## config.mk

```make
export PLATFORM = sky130hd
export DESIGN_NAME = sorted_priority_queue
export DESIGN_NICKNAME = d
export VERILOG_FILES = /design/src/spq_pkg.sv /design/src/spq_cell.sv /design/src/sorted_priority_queue.sv
export SDC_FILE = /design/constraint.sdc
export NUM_CORES = 1
export LEC_CHECK = 0
export BUFFER_PORTS_ARGS = -buffer_cell sky130_fd_sc_hd__buf_2
export CORE_MARGIN = 8
export CORE_UTILIZATION = 43
export DETAILED_ROUTE_END_ITERATION = 16
export GPL_TIMING_DRIVEN = 0
export PLACE_DENSITY_LB_ADDON = 0.08
export SYNTH_ARGS = -nofsm -noshare
export SYNTH_HDL_FRONTEND = slang
export SYNTH_SLANG_ARGS = --single-unit
```

## constraint.sdc

```tcl
create_clock -name i_clk -period 4.1 [get_ports i_clk]
set_input_delay 0.615 -clock i_clk [delete_from_list [all_inputs] [get_ports i_clk]]
set_output_delay 0.615 -clock i_clk [all_outputs]
set_load 0.05 [all_outputs]
```

## src/spq_pkg.sv

```systemverilog
// Package for the sorted priority queue: sizes, operation codes and the
// types passed between the top level and the chain of cells. No dependencies.
package spq_pkg;

    localparam int CAPACITY = 16;
    localparam int PRIO_W   = 16;
    localparam int VALUE_W  = 8;
    localparam int CNT_W    = $clog2(CAPACITY + 1);

    typedef logic [PRIO_W-1:0]  t_prio;
    typedef logic [VALUE_W-1:0] t_value;
    typedef logic [CNT_W-1:0]   t_count;

    typedef enum logic [1:0] {
        MODE_PUSH  = 2'd0,
        MODE_POP   = 2'd1,
        MODE_CLEAR = 2'd2
    } t_mode;

    typedef enum logic [1:0] {
        CELL_HOLD,
        CELL_PUSH,
        CELL_POP
    } t_cell_op;

    typedef struct packed {
        t_value value;
        t_prio  prio;
    } t_entry;

    // Broadcast to every cell: what the chain does this cycle and the new entry.
    typedef struct packed {
        t_cell_op op;
        t_entry   entry;
    } t_cell_ctrl;

endpackage

```

## src/spq_cell.sv

```systemverilog
// One cell of the sorted chain: holds one entry and takes its next entry
// from itself, the new item, or a neighbor. Depends on spq_pkg.
module spq_cell (
    input  logic                i_clk,
    input  spq_pkg::t_cell_ctrl i_ctrl,
    input  logic                i_occ,
    input  logic                i_left_ge,
    input  spq_pkg::t_entry     i_left,
    input  spq_pkg::t_entry     i_right,
    output logic                o_ge,
    output spq_pkg::t_entry     o_entry
);

    spq_pkg::t_entry r_entry;
    spq_pkg::t_entry n_entry;

    // Held entry ranks at or ahead of the new one; this prefix stays in place.
    assign o_ge    = i_occ && (r_entry.prio >= i_ctrl.entry.prio);
    assign o_entry = r_entry;

    always_comb begin
        n_entry = r_entry;
        case (i_ctrl.op)
            spq_pkg::CELL_PUSH: begin
                if (!i_left_ge) begin
                    n_entry = i_left;
                end else if (!o_ge) begin
                    n_entry = i_ctrl.entry;
                end
            end
            spq_pkg::CELL_POP: begin
                n_entry = i_right;
            end
            default: begin
                n_entry = r_entry;
            end
        endcase
    end

    always_ff @(posedge i_clk) begin
        r_entry <= n_entry;
    end

endmodule

```

## src/sorted_priority_queue.sv

```systemverilog
// Sorted priority queue: a chain of CAPACITY cells kept in descending priority.
// The result is registered when an item is taken and shows on the master side in the next cycle.
// Throughput: one item per cycle unless the input is stalled; the cells take their next entries in that same cycle.
// Input is stalled only while a result waits and the master side is not ready.
// Reset clears the entry count and the output valid; cell contents are not cleared.
module sorted_priority_queue (
    input  logic        i_clk,
    input  logic        i_rst_n,
    input  logic        i_s_tvalid,
    output logic        o_s_tready,
    input  logic [23:0] i_s_tdata,  // item_value[7:0], item_priority[23:8]
    input  logic [1:0]  i_s_tuser,  // mode[1:0]
    output logic        o_m_tvalid,
    input  logic        i_m_tready,
    output logic [31:0] o_m_tdata,  // out_value[7:0], out_priority[23:8],
                                    // occupancy[28:24], zero[31:29]
    output logic        o_m_tuser   // success[0]
);

    localparam int N = spq_pkg::CAPACITY;

    spq_pkg::t_count     r_count;
    spq_pkg::t_count     n_count;
    logic                r_out_valid;
    logic                r_success;
    logic                n_success;
    spq_pkg::t_entry     r_out_entry;
    spq_pkg::t_entry     n_out_entry;
    spq_pkg::t_cell_ctrl w_ctrl;
    spq_pkg::t_mode      w_mode;
    logic                w_accept;
    logic                w_full;
    logic                w_empty;

    spq_pkg::t_entry     w_entry [N];
    logic                w_ge    [N];

    assign o_s_tready = !r_out_valid || i_m_tready;
    assign w_accept   = i_s_tvalid && o_s_tready;
    assign w_mode     = spq_pkg::t_mode'(i_s_tuser);
    assign w_full     = (r_count == spq_pkg::t_count'(N));
    assign w_empty    = (r_count == '0);

    always_comb begin
        w_ctrl.op          = spq_pkg::CELL_HOLD;
        w_ctrl.entry.value = i_s_tdata[7:0];
        w_ctrl.entry.prio  = spq_pkg::t_prio'(i_s_tdata[23:8]);
        n_count            = r_count;
        n_success          = 1'b0;
        n_out_entry        = '0;
        if (w_accept) begin
            case (w_mode)
                spq_pkg::MODE_PUSH: begin
                    if (!w_full) begin
                        w_ctrl.op = spq_pkg::CELL_PUSH;
                        n_count   = r_count + 1'b1;
                        n_success = 1'b1;
                    end
                end
                spq_pkg::MODE_POP: begin
                    if (!w_empty) begin
                        w_ctrl.op   = spq_pkg::CELL_POP;
                        n_count     = r_count - 1'b1;
                        n_success   = 1'b1;
                        n_out_entry = w_entry[0];
                    end
                end
                spq_pkg::MODE_CLEAR: begin
                    n_count   = '0;
                    n_success = !w_empty;
                end
                default: begin
                    n_count = r_count;
                end
            endcase
        end
    end

    for (genvar g = 0; g < N; g++) begin : g_cell
        spq_cell u_cell (
            .i_clk     (i_clk),
            .i_ctrl    (w_ctrl),
            .i_occ     (spq_pkg::t_count'(g) < r_count),
            .i_left_ge ((g == 0) ? 1'b1 : w_ge[(g == 0) ? 0 : g - 1]),
            .i_left    (w_entry[(g == 0) ? 0 : g - 1]),
            .i_right   (w_entry[(g == N - 1) ? g : g + 1]),
            .o_ge      (w_ge[g]),
            .o_entry   (w_entry[g])
        );
    end

    always_ff @(posedge i_clk) begin
        if (!i_rst_n) begin
            r_count     <= '0;
            r_out_valid <= 1'b0;
        end else begin
            r_count <= n_count;
            if (w_accept) begin
                r_out_valid <= 1'b1;
            end else if (i_m_tready) begin
                r_out_valid <= 1'b0;
            end
        end
    end

    always_ff @(posedge i_clk) begin
        if (w_accept) begin
            r_success   <= n_success;
            r_out_entry <= n_out_entry;
        end
    end

    assign o_m_tvalid = r_out_valid;
    assign o_m_tuser  = r_success;
    assign o_m_tdata  = {3'b000, 5'(r_count), 16'(r_out_entry.prio), r_out_entry.value};

endmodule

```

# Word-level counts from Yosys, hierarchy flattened

Index checks and enable logic that the tools add are counted.

Register bits: 415
Bits of input ports: 30
Output and inout port bits: 35
Logic and storage cells: 196

$add $sub $neg: 2
Magnitude comparators: 32
Equality and inequality tests: 23
Mux-type cells: 58
Bitwise gates (word level): 1
Reductions and logical operators: 43

Operators by type and width:

| kind                  | number |
|---|---|
| $mux W24              | 31 |
| $pmux W24 S2          | 15 |
| $ge A16 B16 Y1        | 16 |
| $ne A3 B3 Y1 const B  | 14 |
| $lt A4 B5 Y1 const A  | 8 |
| $reduce_and A2 Y1     | 16 |
| $lt A3 B5 Y1 const A  | 4 |
| $logic_and A1 B1 Y1   | 17 |
| $pmux W5 S3           | 1 |
| $lt A1 B5 Y1 const A  | 2 |
| $lt A2 B5 Y1 const A  | 2 |
| $mux W5               | 2 |
| $ne A2 B2 Y1 const B  | 4 |
| $add A5 B1 Y5 const B | 1 |
| $eq A5 B5 Y1 const B  | 1 |
| $logic_not A5 Y1      | 1 |
| $mux W1               | 5 |
| $sub A5 B1 Y5 const B | 1 |
| $eq A2 B1 Y1 const B  | 2 |
| $eq A2 B2 Y1 const B  | 2 |
| $mux W2               | 2 |
| $pmux W2 S2           | 1 |
| $reduce_and A4 Y1     | 1 |
| $reduce_bool A2 Y1    | 2 |
| 7 further kinds       | 8 |

# Depth between registers and ports, before layout

Gate-level depths: netlist of run 1.

Word-level depth: 7
Mapped depth: 15
Gate-level depth less buffers: 11

# Cells and area by module

From an unflattened synthesis of run 1, not the netlist that was laid out.

Cells, all modules: 2,800
Area, all modules: 27,915.5 µm²

Modules (own cells, without submodules):

| module                | times used | cells an instance | area each (µm²) | seq. area each (µm²) |
|---|---|---|---|---|
| spq_cell              | 16         | 165               | 1,640.3         | 720.7 |
| sorted_priority_queue | 1          | 160               | 1,670.4         | 870.8 |

# Worst setup path before layout of run 1

No wires, ideal clock.

Path kind: input port to flip-flop
From: input i_m_tready
To: register g_cell[10].u_cell.r_entry (netlist bit g_cell[10].u_cell.o_entry[0]) (enable)
Setup time: 0.420 ns
Arrival time: 4.077 ns
Required time: 3.680 ns
Path slack: -0.397 ns
Stages: 7
Path buffers: 2
Cells stage by stage: nand2b_1 > and2_1 > clkbuf_1 > and2_1 > ha_1 > clkbuf_1 > a31oi_1

Word-level cells in the longest chain between the ends: 6
Elaborated cells between the ends (all ways): 8
Classes of those cells: 3 x eq/ne; 1 x mux; 4 x reduce/logical

Ends and longest elaborated chain:

| element                                                             | line                        | source |
|---|---|---|
| from (decl)                                                         | sorted_priority_queue.sv:14 | `input logic i_m_tready,` |
| $logic_or A1 B1 Y1 *                                                | sorted_priority_queue.sv:38 | `assign o_s_tready = !r_out_valid \|\| i_m_tready;` |
| $logic_and A1 B1 Y1 *                                               | sorted_priority_queue.sv:39 | `assign w_accept = i_s_tvalid && o_s_tready;` |
| named net w_accept                                                  | sorted_priority_queue.sv:31 | `logic w_accept;` |
| $mux W2 *                                                           | sorted_priority_queue.sv:51 | `if (w_accept) begin` |
| $eq A2 B1 Y1 / $eq A2 B2 Y1 (equally long branches)                 | --                          |  |
| $ne A3 B3 Y1 (no line) / $reduce_bool A2 Y1 (equally long branches) | --                          |  |
| $reduce_and A2 Y1 (no line) *                                       | --                          |  |
| to (signal assigned)                                                | spq_cell.sv:41              | `r_entry <= n_entry;` |
| to (decl)                                                           | spq_cell.sv:14              | `spq_pkg::t_entry r_entry;` |

Mark *: on every way through the listed nets, which the timed path passes. The rest lies on a longest branch.
A chain may end at the register's enable or synchronous reset.

==> results of run 1 <==
## registers in the layout, indices dropped and copies added, names as in the netlist
name / flops
g_cell.u_cell.o_entry: 384
o_m_tdata: 24
r_count: 5
o_m_tuser: 1
o_m_tvalid: 1
## logic make-up after synthesis
logic type / Yosys count / share of synthesized area
and+or+nand+nor: 1115 / 0.191
AOI/OAI and AO/OA: 945 / 0.222
DFF: 415 / 0.410
buffers and inverters: 339 / 0.0462
adders and majority gates: 266 / 0.110
muxes: 57 / 0.0202
other: 1 / 0.000124
xor gates and xnor gates: 1 / 0.000289
## layer usage
| metal | share of wire | wire length [um] | up-vias | global-route usage |
|---|---|---|---|---|
| li1 | - | - | 12479 | - |
| met2 | 0.44 | 61100 | 1905 | 0.523 |
| met4 | 0.079 | 11100 | 2 | 0.233 |
| met5 | 0.000093 | 13 | - | 0 |
| met3 | 0.11 | 14800 | 478 | 0.0901 |
| met1 | 0.38 | 53000 | 14234 | 0.417 |
## synthesized netlist by cell type, types with 6 or more instances
cell type | instances | area (um2)
a211o_1 | 174 | 1520
a211oi_1 | 8 | 60.1
a21o_1 | 49 | 368
a21oi_1 | 114 | 571
a221o_1 | 33 | 330
a221oi_1 | 6 | 52.6
a22oi_1 | 217 | 1630
a31oi_1 | 53 | 332
a32oi_1 | 16 | 140
a41oi_1 | 6 | 52.6
and2_1 | 29 | 181
buf_1 | 13 | 48.8
buf_2 | 49 | 245
buf_4 | 11 | 82.6
clkbuf_1 | 219 | 822
dfxtp_1 | 6 | 120
edfxtp_1 | 409 | 12300
ha_1 | 266 | 3330
inv_1 | 43 | 161
mux2_2 | 29 | 327
mux2i_1 | 25 | 250
nand2_1 | 175 | 657
nand2b_1 | 39 | 244
nand3_1 | 444 | 2220
nand4_1 | 25 | 156
nor2_1 | 99 | 372
nor2b_1 | 244 | 1530
nor3b_1 | 32 | 240
nor4_1 | 7 | 43.8
o211ai_1 | 68 | 510
o21a_1 | 12 | 90.1
o21ai_0 | 153 | 766
o21ai_1 | 7 | 35.0
## worst paths after layout
check / start / to / slack [ps] / cells past startpoint
worst min-delay path: i_s_tvalid / o_m_tvalid / 260 / 3
worst min register to register: o_m_tvalid / o_m_tvalid / 530 / 2
worst max-delay path: i_s_tdata[13] / g_cell[8].u_cell.o_entry[9] / -30 / 10
worst max register to register: r_count[2] / g_cell[8].u_cell.o_entry[2] / 20 / 13
## power breakdown
group          switching (mW)  internal [mW]
logic                    2.10          0.995
registers               0.277           5.07
clock network            1.94           2.71
## stage by stage
step / area, um2 / worst slack, ps / hold WS, ps / power [mW] / utilization
6_report: 34700 / -34.5 / 258 / 13.1 / 0.497
4_1_cts: 34300 / 2.02 / 242 / 13.0 / 0.490
3_3_place_gp: 31800 / -2440 / 497 / 8.16 / 0.454
3_5_place_dp: 32100 / -1900 / 525 / 8.27 / 0.459
2_1_floorplan: 30300 / -397 / 504 / 7.14 / -
5_1_grt: 34700 / 2.06 / 268 / 13.5 / 0.497
## layout make-up
class,instances,share of cell area
multi-input combinational,2396,0.492
sequential,415,0.357
clock buffer,63,0.0393
buffer,271,0.0352
tap,940,0.0339
timing repair buffer,118,0.0279
clock inverter,29,0.00811
inverter,44,0.00605
## worst max-delay path, delay by kind of cell
family | cells | cell delay [ps]
adders and majority gates | 1 | 600
buffers and inverters | 3 | 1510
AOI/OAI and AO/OA | 6 | 1810
## repair_timing
action                                  4_1_cts  5_1_grt
endpoints found under the setup margin      744      599
pin swaps                                     5        1
gates cloned                                  9        0
gates resized for setup                      88       64
hold endpoints to repair                      0        0
setup buffers                                19       30
## cells in the final DEF, fill, tap and decap left out, drive strengths merged, types with 33 or more instances in the layout
cell type	n
a211o	174
nand2	175
edfxtp	409
nor2b	244
a221o	33
a31oi	61
o21ai	160
nand3	444
nor2	99
a21oi	117
ha	266
a22oi	217
o211ai	69
buf	192
a21o	49
clkbuf	260
nand2b	39
==> impl_metrics.py, run 1 <==
metrics = {
    "run_status": {
        "status": "complete, but fails checks",
        "violations": "negative setup slack",
    },
    "clock_tree": {
        "ctsHoldBuffers": 0,
        "clk_pin_slew_ps": 60,
        "cts_sinks": 415,
        "cts_made_buffers": 52,
        "cts-root-buf": "clkbuf_16",
        "htree_num_levels": 2,
        "cts_buffer_depth": 3,
        "cts_tree": "built",
        "clk_latency_ps": 620,
    },
    "place": {
        "io_buffer_count": 61,
        "dp_hpwl_um": 98600,
        "place_inst": 4150,
        "place_congestion": 0.985,
    },
    "sta": {
        "period_minus_slack_ps": 4130,
        "maxSlewHeadroom": 0.107,
        "rsz0062_at_grt": "no",
        "hold_viol_final": 0,
        "fin_tns_setup_ps": -61.1,
        "fmax_mhz": 242,
        "maxSlewViolCount": 0,
        "setup_viol": 5,
        "finalClockSkew_ps": 14.0,
        "fin_crit_sh": 1.01,
        "fin_ws_ps": -34.5,
        "tightest_slew_ps": 1340,
    },
    "grt": {
        "first_global_vias": 27919,
        "overflow": 0,
        "grt_max_degree": 30,
        "antenna_found_initial": 4,
        "grt_usage": 0.340,
        "grt_pass1_wl_um": 195000,
    },
    "setup_path": {
        "worstPathRequired_ps": 4540,
        "cp.arrival_ps": 4580,
        "cp_slowest_cell": "o21ai_1",
        "crit_type": "input pin to flip-flop",
        "cp_max_fo": 17,
        "cp_cell_sequence": "buf_2, inv_1, ha_1, a21oi_1, o21ai_0, o211ai_1, o21ai_1, clkbuf_1, a32oi_2, o21ai_0",
        "cp_common_cell": "o21ai_0",
        "critPathMaxStageDelay_ps": 700,
        "cp-start-kind": "input pin",
        "crit_path_end_kind": "flip-flop",
    },
    "synth": {
        "synth_cells": 3139,
        "synth_ff_type": "edfxtp_1",
        "synth_seq_cells": 415,
        "synthesis.area_per_instance_um2": 9.64,
        "yosysWarnings": 0,
        "synth_cell_types": 64,
        "async_flop_share": 0,
        "synth_area_um2": 30300,
        "synth-edff-count": 409,
        "synth_seq_area_share": 0.410,
    },
    "power_and_ir_drop": {
        "p_leak_nw": 13.0,
        "power.density_nw_per_um2": 377,
        "vdd_ir_drop_max_mv": 0.291,
    },
    "layout": {
        "layout.cells.non_filler": 4276,
        "area_growth_pct": 14.7,
        "nets": 3594,
        "multi_input_area_um2": 17100,
        "diodes": 0,
        "ff_latch_area_um2": 12400,
        "layout-drive-gt1-share": 0.126,
        "fillers": 6515,
    },
    "detailed_routing": {
        "vias_per_cell": 6.80,
        "ant_nets": 0,
        "vias": 29098,
        "post-route-drc-count": 0,
        "wirelength_um": 140000,
        "wire_per_inst_um": 32.7,
        "firstDrtPassIters": 7,
        "first_iter_violations": 4209,
    },
    "floorplan": {
        "die_h_um": 281,
        "io_pins": 65,
        "rows": 97,
        "start_util": 0.433,
        "die_x_um": 281,
        "dieArea_um2": 79100,
        "core_um2": 69900,
    },
    "worst_hold_path": {
        "hp-class": "input pin to flip-flop",
    },
    "flow_run": {
        "drv_cap": 0,
    },
}
No activity file was read; power rests on OpenSTA's default activity.
==> run 2, diff against run 1 <==
--- a/config.mk
+++ b/config.mk
@@ -11,6 +11,7 @@
 export DETAILED_ROUTE_END_ITERATION = 16
 export GPL_TIMING_DRIVEN = 0
 export PLACE_DENSITY_LB_ADDON = 0.08
+export REMOVE_ABC_BUFFERS = 1
 export SYNTH_ARGS = -nofsm -noshare
 export SYNTH_HDL_FRONTEND = slang
 export SYNTH_SLANG_ARGS = --single-unit
==> impl_metrics.py, run 2 (synthesized netlist as in run 1, its figures left out) <==
metrics = {
    "run_status": {
        "status": "complete, no violations",
    },
    "setup_path": {
        "crit_type": "input pin to flip-flop",
        "cp_num_buf_inv": 2,
        "crit_path_end_kind": "flip-flop",
        "cp.arrival_ps": 4160,
        "cp_cell_sequence": "buf_2, clkinvlp_4, ha_1, a21oi_1, o21ai_0, a211oi_1, o21a_2, nor2_1, a31oi_4",
        "r2r_end": "g_cell[3].u_cell.o_entry[21]",
        "crit_cells": 9,
        "worstSetupStartpoint": "i_s_tdata[13]",
        "worstPathRequired_ps": 4330,
        "crit_end": "g_cell[8].u_cell.o_entry[3]",
        "r2r_slack_ps": 190,
        "cp_slowest_cell": "a31oi_4",
        "critPathMaxStageDelay_ps": 590,
        "crit_family": "compound AO/OA/AOI/OAI gates",
        "r2r_cells": 12,
        "cp-start-kind": "input pin",
        "r2r_start": "r_count[0]",
        "cp_max_fo": 24,
    },
    "place": {
        "dp_hpwl_um": 66000,
        "pre_cts_ws_ps": -1270,
        "place_inst": 3896,
        "io_buffer_count": 61,
        "place_congestion": 0.837,
    },
    "layout": {
        "area_growth_pct": 12.2,
        "layout.cells.non_filler": 4001,
        "fillers": 6463,
        "layout_common_cells": "nand3_1, edfxtp_1, ha_1, nor2b_1, a22oi_1",
        "final_common_cell": "nand3_1",
        "layout-drive-gt1-share": 0.104,
        "diodes": 0,
        "utilization": 0.486,
        "largest_reg_flops": 384,
        "nets": 3319,
    },
    "clock_tree": {
        "cts_sinks": 415,
        "cts_tree": "built",
        "cts_made_buffers": 51,
        "cts-root-buf": "clkbuf_16",
        "clk_pin_slew_ps": 60,
        "clk_latency_ps": 600,
        "htree_num_levels": 2,
        "ctsHoldBuffers": 0,
        "cts_buffer_depth": 3,
    },
    "detailed_routing": {
        "firstDrtPassIters": 6,
        "ant_nets": 0,
        "vias_per_cell": 6.34,
        "wirelength_um": 93200,
        "first_iter_violations": 2661,
        "vias": 25353,
        "post-route-drc-count": 0,
        "wire_per_inst_um": 23.3,
    },
    "power_and_ir_drop": {
        "power.density_nw_per_um2": 368,
        "vdd_ir_drop_max_mv": 0.276,
        "p_leak_nw": 12.5,
    },
    "sta": {
        "setup_viol": 0,
        "hold_viol_final": 0,
        "tightest_slew_ps": 1250,
        "fin_tns_setup_ps": 0,
        "fin_ws_ps": 172,
        "rsz0062_at_grt": "no",
        "period_minus_slack_ps": 3930,
        "fmax_mhz": 255,
        "finalClockSkew_ps": 15.7,
        "fin_crit_sh": 0.958,
        "maxSlewViolCount": 0,
        "maxSlewHeadroom": 0.168,
        "fin_hold_ws_ps": 263,
    },
    "grt": {
        "first_global_vias": 24540,
        "overflow": 0,
        "grt_max_degree": 104,
        "grt_usage": 0.226,
        "antenna_found_initial": 0,
        "grt_pass1_wl_um": 144000,
    },
    "floorplan": {
        "dieArea_um2": 79100,
        "rows": 97,
        "io_pins": 65,
        "die_h_um": 281,
        "start_util": 0.433,
        "core_um2": 69900,
        "die_x_um": 281,
    },
    "worst_hold_path": {
        "hp-class": "input pin to flip-flop",
    },
    "flow_run": {
        "drv_cap": 0,
    },
}
[run 2: cell count changes in the layout (fill, tap and decap cells not counted), sizes merged]
cell,previous run,this run
clkbuf,260,70
a31oi,61,58
a221oi,8,9
clkinvlp,13,7
buf,192,115
bufinv,6,3
clkinv,22,18
a21oi,117,116
o41a,1,2
inv,32,39
[run 2: power by group]
| part | internal, mW | switching [mW] |
|---|---|---|
| clock network | 2.57 | 1.90 |
| registers | 5.07 | 0.200 |
| logic | 0.998 | 1.76 |
[run 2: how the worst min path moves through the flow]
stage,slack (ps),cells after the start,end,from
finish,260,3,o_m_tvalid,i_s_tvalid
global route,290,3,o_m_tvalid,i_s_tvalid
CTS,240,3,o_m_tvalid,i_s_tvalid
detailed placement,520,2,o_m_tvalid,o_m_tvalid
global placement,490,2,o_m_tvalid,o_m_tvalid
floorplan,500,2,g_cell[0].u_cell.o_entry[23],g_cell[1].u_cell.o_entry[23]
[run 2: worst min-delay path, stage by stage]
cell and delay, ps:
buf_2 100, inv_1 40, a21boi_0 60
[run 2: per-stage QoR]
step           power (mW)  cell area (um2)
2_1_floorplan        7.16            29000
3_3_place_gp         7.93            30500
3_5_place_dp         8.00            31900
4_1_cts              12.5            33800
5_1_grt              13.0            34000
6_report             12.5            34000
[run 2: repair_timing]
action | CTS | global route
endpoints found under the hold margin | 0 | 0
cloned | 6 | 3
endpoints found under the setup margin | 549 | 239
resized for setup | 36 | 22
pin swaps | 6 | 4
setup buffers | 3 | 2
[run 2: routing by layer]
layer,wire [um],GRT usage,part of all wire,up-vias
li1,-,-,-,11915
met1,42000,0.321,0.45,12319
met2,42700,0.360,0.46,982
met3,5830,0.0266,0.063,137
met4,2600,0.0703,0.028,0
met5,0,0,0,-
[run 2: cell type report]
| type | count | area [um2] | share of cell area |
|---|---|---|---|
| multi-input cells | 2394 | 17200 | 0.507 |
| flip-flops and latches | 415 | 12400 | 0.366 |
| clock buffers | 68 | 1400 | 0.0413 |
| repair buffers | 117 | 1370 | 0.0402 |
| well taps | 940 | 1180 | 0.0346 |
| inverters | 44 | 184 | 0.00542 |
| clock inverters | 23 | 183 | 0.00538 |
